**config.mk**
```make
export PLATFORM = sky130hd
export DESIGN_NAME = rmsu_div_cell
export DESIGN_NICKNAME = d
export VERILOG_FILES = /design/src/rtl/core/assert_macros.svh /design/src/rtl/core/rmsu_pkg.sv /design/src/rtl/core/rmsu_div_cell.sv
export SDC_FILE = /design/constraint.sdc
export NUM_CORES = 1
export LEC_CHECK = 0
export ABC_AREA = 1
export CORE_AREA = 2 2 95 106
export CTS_CLUSTER_SIZE = 16
export DETAILED_ROUTE_END_ITERATION = 10
export DIE_AREA = 0 0 97 108
export DONT_BUFFER_PORTS = 1
export GPL_TIMING_DRIVEN = 0
export PLACE_DENSITY = 0.64
export SYNTH_ARGS = -nofsm -noshare
export SYNTH_HDL_FRONTEND = slang
export SYNTH_SLANG_ARGS = --single-unit
```
**constraint.sdc**
```tcl
create_clock -name clk -period 4.2 [get_ports clk]
set_clock_uncertainty 0.05 [all_clocks]
set_input_delay 0.21 -clock clk [delete_from_list [all_inputs] [get_ports clk]]
set_output_delay 0.21 -clock clk [all_outputs]
set_load 0.03 [all_outputs]
```
**src/rtl/core/assert_macros.svh**
```systemverilog
// ----------------------------------------------------------------------------
// assert_macros.svh
// Clocked assertion wrappers shared by the RTL.
// ----------------------------------------------------------------------------
`ifndef ASSERT_MACROS_SVH
`define ASSERT_MACROS_SVH

// checked only while out of reset
`define ASSERT_RST(label, prop, msg) \
	label: assert property (@(posedge clk) disable iff (!arst_n) prop) else $error(msg);

// checked at every edge, reset included
`define ASSERT_ALWAYS(label, prop, msg) \
	label: assert property (@(posedge clk) prop) else $error(msg);

`endif

```
**src/rtl/core/rmsu_pkg.sv**
```systemverilog
`default_nettype none
// ----------------------------------------------------------------------------
// rmsu_pkg
// Shared widths and sideband type of the range mean and spread unit.
// ----------------------------------------------------------------------------
package rmsu_pkg;

	localparam int CNT_W      = 20;
	localparam int SUM_W      = 48;
	localparam int SQ_W       = 63;
	localparam int OFF_W      = 32;
	localparam int SPREAD_W   = 64;
	localparam int ROOT_W     = 32;
	localparam int ROOT_REM_W = 33;
	localparam int MEAN_STEPS = 48;
	localparam int ROOT_STEPS = 32;
	localparam int DEV_STEPS  = 32;
	localparam int CHAIN_LEN  = ROOT_STEPS + DEV_STEPS;

	// control and pass-through data that rides alongside each row
	typedef struct packed {
		logic             vld;
		logic [7:0]       id;
		logic             rv;
		logic             neg;
		logic [CNT_W-1:0] cnt;
		logic [OFF_W-1:0] off;
	} side_t;

endpackage
`default_nettype wire

```
**src/rtl/core/rmsu_div_cell.sv**
```systemverilog
`default_nettype none
// ----------------------------------------------------------------------------
// rmsu_div_cell
// One restoring-division step: one quotient bit per cell.
// ----------------------------------------------------------------------------
module rmsu_div_cell import rmsu_pkg::*; #(
	parameter int W = MEAN_STEPS
) (
	input  wire logic             clk,
	input  wire logic             en,
	input  wire logic [CNT_W-1:0] cnt,
	input  wire logic [CNT_W-1:0] rem_i,
	input  wire logic [W-1:0]     num_i,
	output logic      [CNT_W-1:0] rem_o,
	output logic      [W-1:0]     num_o
);

	logic [CNT_W:0] trial, diff;
	logic           ge;

	assign trial = {rem_i, num_i[W-1]};
	assign ge    = trial >= {1'b0, cnt};
	assign diff  = trial - {1'b0, cnt};

	// dividend bits shift out at the top, quotient bits in at the bottom
	always_ff @(posedge clk) begin
		if (en) begin
			rem_o <= ge ? diff[CNT_W-1:0] : trial[CNT_W-1:0];
			num_o <= {num_i[W-2:0], ge};
		end
	end

endmodule
`default_nettype wire

```
==> run summary <==
outcome -> finished clean
number of global-route vias before repair -> 3,050
clk root buf -> clkbuf_8
worst path buffer plus inverter count -> 3
first drt pass iteration count -> 4
final worst path period share -> 0.420
HPWL Detailed -> 6880 um
fin crit period -> 1.76 ns
post-synth top area share -> 0.555
DR DRC count -> 0
syn_area_per_cell -> 9.15 um2
RSZ-0062 raised after global routing -> no
Setup TNS -> 0 ns
WS Path Type -> in -> reg
worst-path maximum fanout -> 10
Die ar. -> 10,500 um2
Peak VDD IR -> 0.170 mV
worst hold slack -> 0.0908 ns
area delta synth->final -> 28.3%
Max stage delay on crit path -> 0.39 ns
Diodes inserted -> 0
post-synthesis sequential area ratio -> 0.555
PD cells -> 401 nW/um2
Worst Hold End -> rem_o[0]
Row Count -> 37
Synth Instances -> 402
Die Y -> 108 um
critical path arrival -> 1.81 ns
max-slew violations -> 0
crit-path cells -> inv_1, ha_1, nand2_1, nor2_1, nand2_1, nor2_1, nand2_1, nand2_1, nor2_1, nand2_4, inv_2, buf_6, nand2_1, nand2_1
Synth cell types -> 25
Crit path max-delay family -> simple AND/OR/NAND/NOR gates
starting utilization of the core area -> 0.395
Syn Nets -> 513
routed vias/inst -> 4.76
I/O Buffers -> 0
Hold Path Class -> in -> reg
total CTS buffers -> 9
clock buffer depth -> 2
final setup vio count -> 0
grt ovf -> 0
CP dominant cell by count -> nand2_1
FF+latch count, synth -> 68
post_cts resized -> 0
Vias -> 2,859
initial detailed-routing violation count -> 123
area leader, netlist -> edfxtp_1
post-DR wirelength/cell -> 15.5 um
H-Tree Depth -> 3
crit path max-delay cell type -> ha_1
top area cells in the synthesized netlist -> edfxtp_1 56%, nand2_1 15%, inv_1 6.8%, ha_1 6.8%, nand3_1 3.5%
Antenna Nets Post-Route -> 0
Worst Tran Pin Value -> 0.352 ns
share of layout cells above drive strength 1 -> 0.0640
maximum clock rate -> 0.567 GHz
initial antenna violation count -> 0
clock-pin slew on the worst setup and hold paths -> 0.08 ns
Critical Path RT -> 4.24 ns
CP Capture Type -> flip-flop
min-delay src -> num_i[47]
leakage power -> 2.16 nW
CTS tree -> built
die width -> 97 um
startpoint types -> input port
GPL Wtd Cong -> 0.839
largest net degree at the start of global routing -> 69
Nets -> 590
WL final -> 9320 um
Ys Warns -> 0
Hold Vio Cnt, Final -> 0
Max Cap Violations -> 0
Worst Hold Depth -> 2
Post-Syn Area -> 3680 um2
clock net sink count -> 68
io pins -> 158
Worst slew margin -> 0.766
gr usage total -> 0.180
Placeable Area -> 9310 um2
first-pass GRT wire length -> 14,600 um
## power by group
group / switching [W] / internal (W)
logic: 0.000177 / 0.000130
clock network: 0.000255 / 0.000334
registers: 0.000161 / 0.000836
## worst max path at each step
stage,from,endpoint,slack (ns),cells after the start
3_5_place_dp,cnt[11],rem_o[7],2.07,14
2_1_floorplan,num_i[47],rem_o[16],2.41,13
6_report,cnt[11],rem_o[9],2.44,14
3_3_place_gp,cnt[7],rem_o[3],2.09,14
4_1_cts,cnt[11],rem_o[9],2.45,14
5_1_grt,cnt[7],rem_o[6],2.30,14
## sequential cells by signal, summed over array words and instances (netlist names)
| signal | count |
|---|---|
| num_o | 48 |
| rem_o | 20 |
## metal layers
metal / part of all wire / up-vias / GRT usage
li1: - / 1445 / -
met1: 0.42 / 1283 / 0.195
met2: 0.50 / 120 / 0.328
met3: 0.070 / 11 / 0.0666
met4: 0.014 / 0 / 0.0563
met5: 0 / - / 0
## timing repair
| action | 4_1_cts | 5_1_grt |
|---|---|---|
| setup buffers | 0 | 0 |
| hold buffers | 66 | 0 |
| hold endpoints to repair | 133 | 0 |
## synthesized netlist by cell type (all sizes together)
library cell / instances
xnor2: 1
edfxtp: 68
nand2: 150
o21ai: 3
ha: 20
fa: 1
nand3: 27
xor2: 8
buf: 3
o21bai: 2
nand3b: 5
a21oi: 14
nand4: 1
nor3: 3
o21a: 1
inv: 68
nor2: 27
## metrics by stage
| step | area [um2] | total power (W) | cells | worst slack (ns) | util |
|---|---|---|---|---|---|
| finish | 4720 | 0.00189 | 601 | 2.44 | 0.507 |
| global route | 4720 | 0.00199 | 601 | 2.30 | 0.507 |
| CTS | 4720 | 0.00192 | 601 | 2.45 | 0.507 |
| detailed placement | 3820 | 0.00126 | 519 | 2.07 | 0.411 |
| global placement | 3820 | 0.00125 | 519 | 2.09 | 0.411 |
| floorplan | 3680 | 0.00119 | 402 | 2.41 | - |
## cells in the final DEF (no fill, tap or decap), types with 2 or more instances in the layout
cell type,synthesis,layout
inv_1,67,67
xor2_1,8,8
dlygate4sd3_1,0,65
edfxtp_1,68,68
nand3b_1,5,5
nand2_1,143,143
nand2_2,6,6
nor2_1,26,26
clkinvlp_4,0,2
ha_1,20,20
o21bai_1,2,2
clkbuf_8,0,9
a21oi_1,13,13
o21ai_0,3,3
nand3_1,26,26
buf_4,2,2
bufinv_16,0,2
nor3_1,2,2
## kinds of logic (layout without fill, tap and decap cells)
logic type	after synthesis	count (layout)	synth area share
compound gates	20	20	0.0303
xor+xnor	9	9	0.0214
fa+ha+maj	21	21	0.0735
buf+inv	71	153	0.0766
flops	68	68	0.555
simple gates	213	213	0.243
## layout make-up
| type | count | area (um2) |
|---|---|---|
| clock buffers | 10 | 128 |
| flip-flops and latches | 68 | 2040 |
| well taps | 117 | 146 |
| clock inverters | 6 | 88.8 |
| repair buffers | 66 | 678 |
| plain buffers | 3 | 26.3 |
| inverters | 68 | 255 |
| fillers | 905 | 4590 |
| multi-input cells | 263 | 1350 |
(Power assumes the default switching activity.)
