===== config.mk =====
export PLATFORM = sky130hd
export DESIGN_NAME = rmsu_root_cell
export DESIGN_NICKNAME = d
export VERILOG_FILES = /design/src/rtl/core/assert_macros.svh /design/src/rtl/core/rmsu_pkg.sv /design/src/rtl/core/rmsu_root_cell.sv
export SDC_FILE = /design/constraint.sdc
export NUM_CORES = 1
export LEC_CHECK = 0
export BUFFER_PORTS_ARGS = -buffer_cell sky130_fd_sc_hd__buf_4
export CAP_MARGIN = 20
export CORE_MARGIN = 2
export CORE_UTILIZATION = 39
export CTS_BUF_LIST = sky130_fd_sc_hd__clkbuf_4 sky130_fd_sc_hd__clkbuf_8 sky130_fd_sc_hd__clkbuf_16
export DETAILED_ROUTE_END_ITERATION = 6
export GPL_ROUTABILITY_DRIVEN = 0
export GPL_TIMING_DRIVEN = 0
export PLACE_DENSITY = 0.67
export SYNTH_ARGS = -nofsm -noshare
export SYNTH_HDL_FRONTEND = slang
export SYNTH_SLANG_ARGS = --single-unit

===== constraint.sdc =====
create_clock -name clk -period 8.4 [get_ports clk]
set_input_delay 0.84 -clock clk [delete_from_list [all_inputs] [get_ports clk]]
set_output_delay 0.84 -clock clk [all_outputs]
set_load 0.01 [all_outputs]

===== src/rtl/core/assert_macros.svh =====
// ----------------------------------------------------------------------------
// assert_macros.svh
// Clocked assertion wrappers shared by the RTL.
// ----------------------------------------------------------------------------
`ifndef ASSERT_MACROS_SVH
`define ASSERT_MACROS_SVH

// checked only while out of reset
`define ASSERT_RST(label, prop, msg) \
	label: assert property (@(posedge clk) disable iff (!arst_n) prop) else $error(msg);

// checked at every edge, reset included
`define ASSERT_ALWAYS(label, prop, msg) \
	label: assert property (@(posedge clk) prop) else $error(msg);

`endif


===== src/rtl/core/rmsu_pkg.sv =====
`default_nettype none
// ----------------------------------------------------------------------------
// rmsu_pkg
// Shared widths and sideband type of the range mean and spread unit.
// ----------------------------------------------------------------------------
package rmsu_pkg;

	localparam int CNT_W      = 20;
	localparam int SUM_W      = 48;
	localparam int SQ_W       = 63;
	localparam int OFF_W      = 32;
	localparam int SPREAD_W   = 64;
	localparam int ROOT_W     = 32;
	localparam int ROOT_REM_W = 33;
	localparam int MEAN_STEPS = 48;
	localparam int ROOT_STEPS = 32;
	localparam int DEV_STEPS  = 32;
	localparam int CHAIN_LEN  = ROOT_STEPS + DEV_STEPS;

	// control and pass-through data that rides alongside each row
	typedef struct packed {
		logic             vld;
		logic [7:0]       id;
		logic             rv;
		logic             neg;
		logic [CNT_W-1:0] cnt;
		logic [OFF_W-1:0] off;
	} side_t;

endpackage
`default_nettype wire


===== src/rtl/core/rmsu_root_cell.sv =====
`default_nettype none
// ----------------------------------------------------------------------------
// rmsu_root_cell
// One digit of the floor square root: two operand bits per cell.
// ----------------------------------------------------------------------------
module rmsu_root_cell import rmsu_pkg::*; (
	input  wire logic                  clk,
	input  wire logic                  en,
	input  wire logic [SPREAD_W-1:0]   x_i,
	input  wire logic [ROOT_REM_W-1:0] rem_i,
	input  wire logic [ROOT_W-1:0]     root_i,
	output logic      [SPREAD_W-1:0]   x_o,
	output logic      [ROOT_REM_W-1:0] rem_o,
	output logic      [ROOT_W-1:0]     root_o
);

	logic [ROOT_REM_W+1:0] cur, trial, diff;
	logic                  ge;

	assign cur   = {rem_i, x_i[SPREAD_W-1 -: 2]};
	assign trial = {1'b0, root_i, 2'b01};
	assign ge    = cur >= trial;
	assign diff  = cur - trial;

	always_ff @(posedge clk) begin
		if (en) begin
			x_o    <= {x_i[SPREAD_W-3:0], 2'b00};
			rem_o  <= ge ? diff[ROOT_REM_W-1:0] : cur[ROOT_REM_W-1:0];
			root_o <= {root_i[ROOT_W-2:0], ge};
		end
	end

endmodule
`default_nettype wire


==> results.yml <==
clock_network:
  cts_setup_buffers: 0
  path_clk_slew_ns: 0.06
  clockRootBuffer: "sky130_fd_sc_hd__clkbuf_16"
  numCtsBuffers: 17
  cts-resized-gates: 0
  cts_tree: "built"
  cts_max_path_buffers: 2
  cts-hold-fix-buffers: 0
  cts.htree.levels: 4
  numClockSinks: 127
route:
  detail-route-antenna-nets: 0
  via_per_inst: 4.942
  first_iter_violations: 230
  detail_route.first_pass.iterations: 4
  num_vias: 4893
  drcViolationCount: 0
  drt-wirelength-per-cell_um: 16.88
  drt_wl_total_mm: 16.71
synthesis:
  synth-seq-cells: 127
  netlist-cell-type-count: 48
  netlist_instances: 488
  synth_edf_count: 127
  avgSynthCellArea_um2: 12.50
  ys_warns: 0
  seq_area_frac_synth: 0.6252
  yosysTopAreaCellShare: 0.6252
  mapped_area_um2: 6100
  yosys.area.top_type: "sky130_fd_sc_hd__edfxtp_1"
  synth-async-reset-ratio: 0
  ys.flop_type: "sky130_fd_sc_hd__edfxtp_1"
  synth_top_area_cells: "sky130_fd_sc_hd__edfxtp_1 (63%), sky130_fd_sc_hd__ha_1 (7.0%), sky130_fd_sc_hd__a21oi_1 (4.6%), sky130_fd_sc_hd__xnor2_1 (2.7%), sky130_fd_sc_hd__nor2_1 (2.6%)"
critical_path:
  start_kind: "input port"
  path_max_fanout: 4
  critPathArrivalTime_ns: 3.67
  crit_path_end_kind: "flip-flop"
  worst_ep_required_time_ns: 8.57
  setup.worst_path.class: "input port to flip-flop"
layout:
  insertedDiodeCount: 0
  layout_commonest_cell: "sky130_fd_sc_hd__buf_4"
  drive_above_1_share: 0.4044
  area_growth_pct: 46.05
  final_cell_mix: "sky130_fd_sc_hd__buf_4 (260), sky130_fd_sc_hd__edfxtp_1 (127), sky130_fd_sc_hd__a21oi_1 (56)"
  final_net_count: 931
sta:
  final_max_slew_viol_count: 0
  fmax_mhz: 286.3
  finalHoldViolations: 0
  final.setup.tns_ns: 0
  max_slew.worst_pin.slew_ns: 0.6281
  worst_max_slew_margin_expressed_relative_to_the_limit: 0.5777
  finalSetupViolations: 0
  layout_min_cycle_time_ns: 3.492
  min_period_over_period: 0.4157
  rsz_0062_raised_after_global_routing: "no"
global_routing:
  grt_max_degree: 86
  grt_first_pass_wirelength_mm: 24.80
  grt_pass1_vias: 4816
  grt_antenna_before_repair: 0
  remaining_global_route_overflow: 0
  globalRouteTotalUtil: 0.1969
power:
  leakage_uw: 0.003897
  power_uw: 1899
  power_density_nw_per_um2: 213.2
  max-vdd-ir-drop_mv: 0.1232
worst_hold_path:
  hold-path-cell-count: 1
  timing.hold.worst.class: "input port to flip-flop"
  min_to: "x_o[5]"
  holdCritStartpoint: "x_i[3]"
status:
  status: "finished, final reports clean"
floorplanning:
  floorplan.die.width_um: 129.1
  placement_rows: 45
  vertical_die_dimension_um: 129.1
  dieArea_um2: 16660
  ioPinCount: 260
  starting_density_of_the_core: 0.3998
  floorplan_core_area_um2: 15260
placed_design:
  io_buffer_count: 257
  dp_hpwl_mm: 12.92
job:
  maxCapViolCount: 0
==> synthesized netlist by cell type, drive strengths merged (2+ instances only) <==
library cell  count
a211oi            5
a21o              9
a21oi            58
a221o             3
a221oi            2
a31oi             5
a41oi             2
and3              3
buf              13
clkbuf            5
edfxtp          127
ha               34
inv              39
mux2              7
nand2            28
nand2b            4
nand3             8
nand4             6
nor2             42
nor3              5
o211ai            2
o21a              8
o21ai            21
o21bai            6
o31ai             3
xnor2            19
xor2              9
==> worst max-delay path: stages <==
cell and delay, ns:
sky130_fd_sc_hd__buf_4 0.11, sky130_fd_sc_hd__ha_1 0.34, sky130_fd_sc_hd__nor2b_1 0.22, sky130_fd_sc_hd__o31ai_2 0.10
sky130_fd_sc_hd__a21oi_1 0.41, sky130_fd_sc_hd__a221o_1 0.36, sky130_fd_sc_hd__a21oi_2 0.12, sky130_fd_sc_hd__o31ai_1 0.57
sky130_fd_sc_hd__a21oi_1 0.17, sky130_fd_sc_hd__xnor2_1 0.15, sky130_fd_sc_hd__mux2_2 0.26
==> flip-flops by register name, indices dropped and copies added (netlist names) <==
register,flops
rem_o,33
root_o,32
x_o,62
==> cells by family after synthesis <==
| kind of cell | after synthesis | share of synthesized area |
|---|---|---|
| buffers and inverters | 57 | 0.04041 |
| AO/OA/AOI/OAI | 131 | 0.1356 |
| AND/OR/NAND/NOR | 103 | 0.07529 |
| other | 1 | 0.0006148 |
| XOR/XNOR | 28 | 0.04021 |
| adder cells (fa/ha/maj) | 34 | 0.06974 |
| flip-flops | 127 | 0.6252 |
| multiplexers | 7 | 0.01292 |
==> how the worst max path moves through the flow <==
stage	start	end	cells after the start
after floorplan	root_i[5]	rem_o[32]	11
after global placement	rem_i[0]	rem_o[30]	11
after detailed placement	root_i[0]	rem_o[30]	12
after CTS	root_i[0]	rem_o[30]	12
after global routing	root_i[0]	rem_o[30]	12
final	rem_i[0]	rem_o[30]	11
==> metal layers <==
layer	global-route usage	vias to the layer above	wire, um	share of wire
li1	-	2369	-	-
met1	0.2219	2302	6428	0.38
met2	0.3355	192	8307	0.50
met3	0.07556	30	1610	0.096
met4	0.08376	0	364	0.022
met5	0	-	0	0
==> cell type report <==
class / instances / area [um2]
plain buffers: 18 / 100.1
clock buffers: 19 / 440.4
clock inverters: 13 / 140.1
fillers: 1235 / 6350
inverters: 39 / 146.4
multi-input cells: 305 / 2043
flip-flops and latches: 127 / 3814
well taps: 211 / 264.0
repair buffers: 258 / 1961
==> per-stage QoR <==
step / utilization / instances / setup WS [ns] / hold WS (ns) / area (um2)
2_1_floorplan: - / 489 / 5.183 / 0.9389 / 6103
3_3_place_gp: 0.5437 / 957 / 4.579 / 1.019 / 8297
3_5_place_dp: 0.5458 / 958 / 4.514 / 1.019 / 8328
4_1_cts: 0.5838 / 990 / 4.957 / 0.5764 / 8909
5_1_grt: 0.5838 / 990 / 4.786 / 0.5791 / 8909
6_report: 0.5838 / 990 / 4.908 / 0.5942 / 8909
==> power by group <==
| group | switching [uW] | total, uW | internal, uW |
|---|---|---|---|
| clock | 278 | 721 | 443 |
| sequential | 18.0 | 793 | 775 |
| combinational | 195 | 386 | 191 |
No activity file was read; power rests on OpenSTA's default activity.
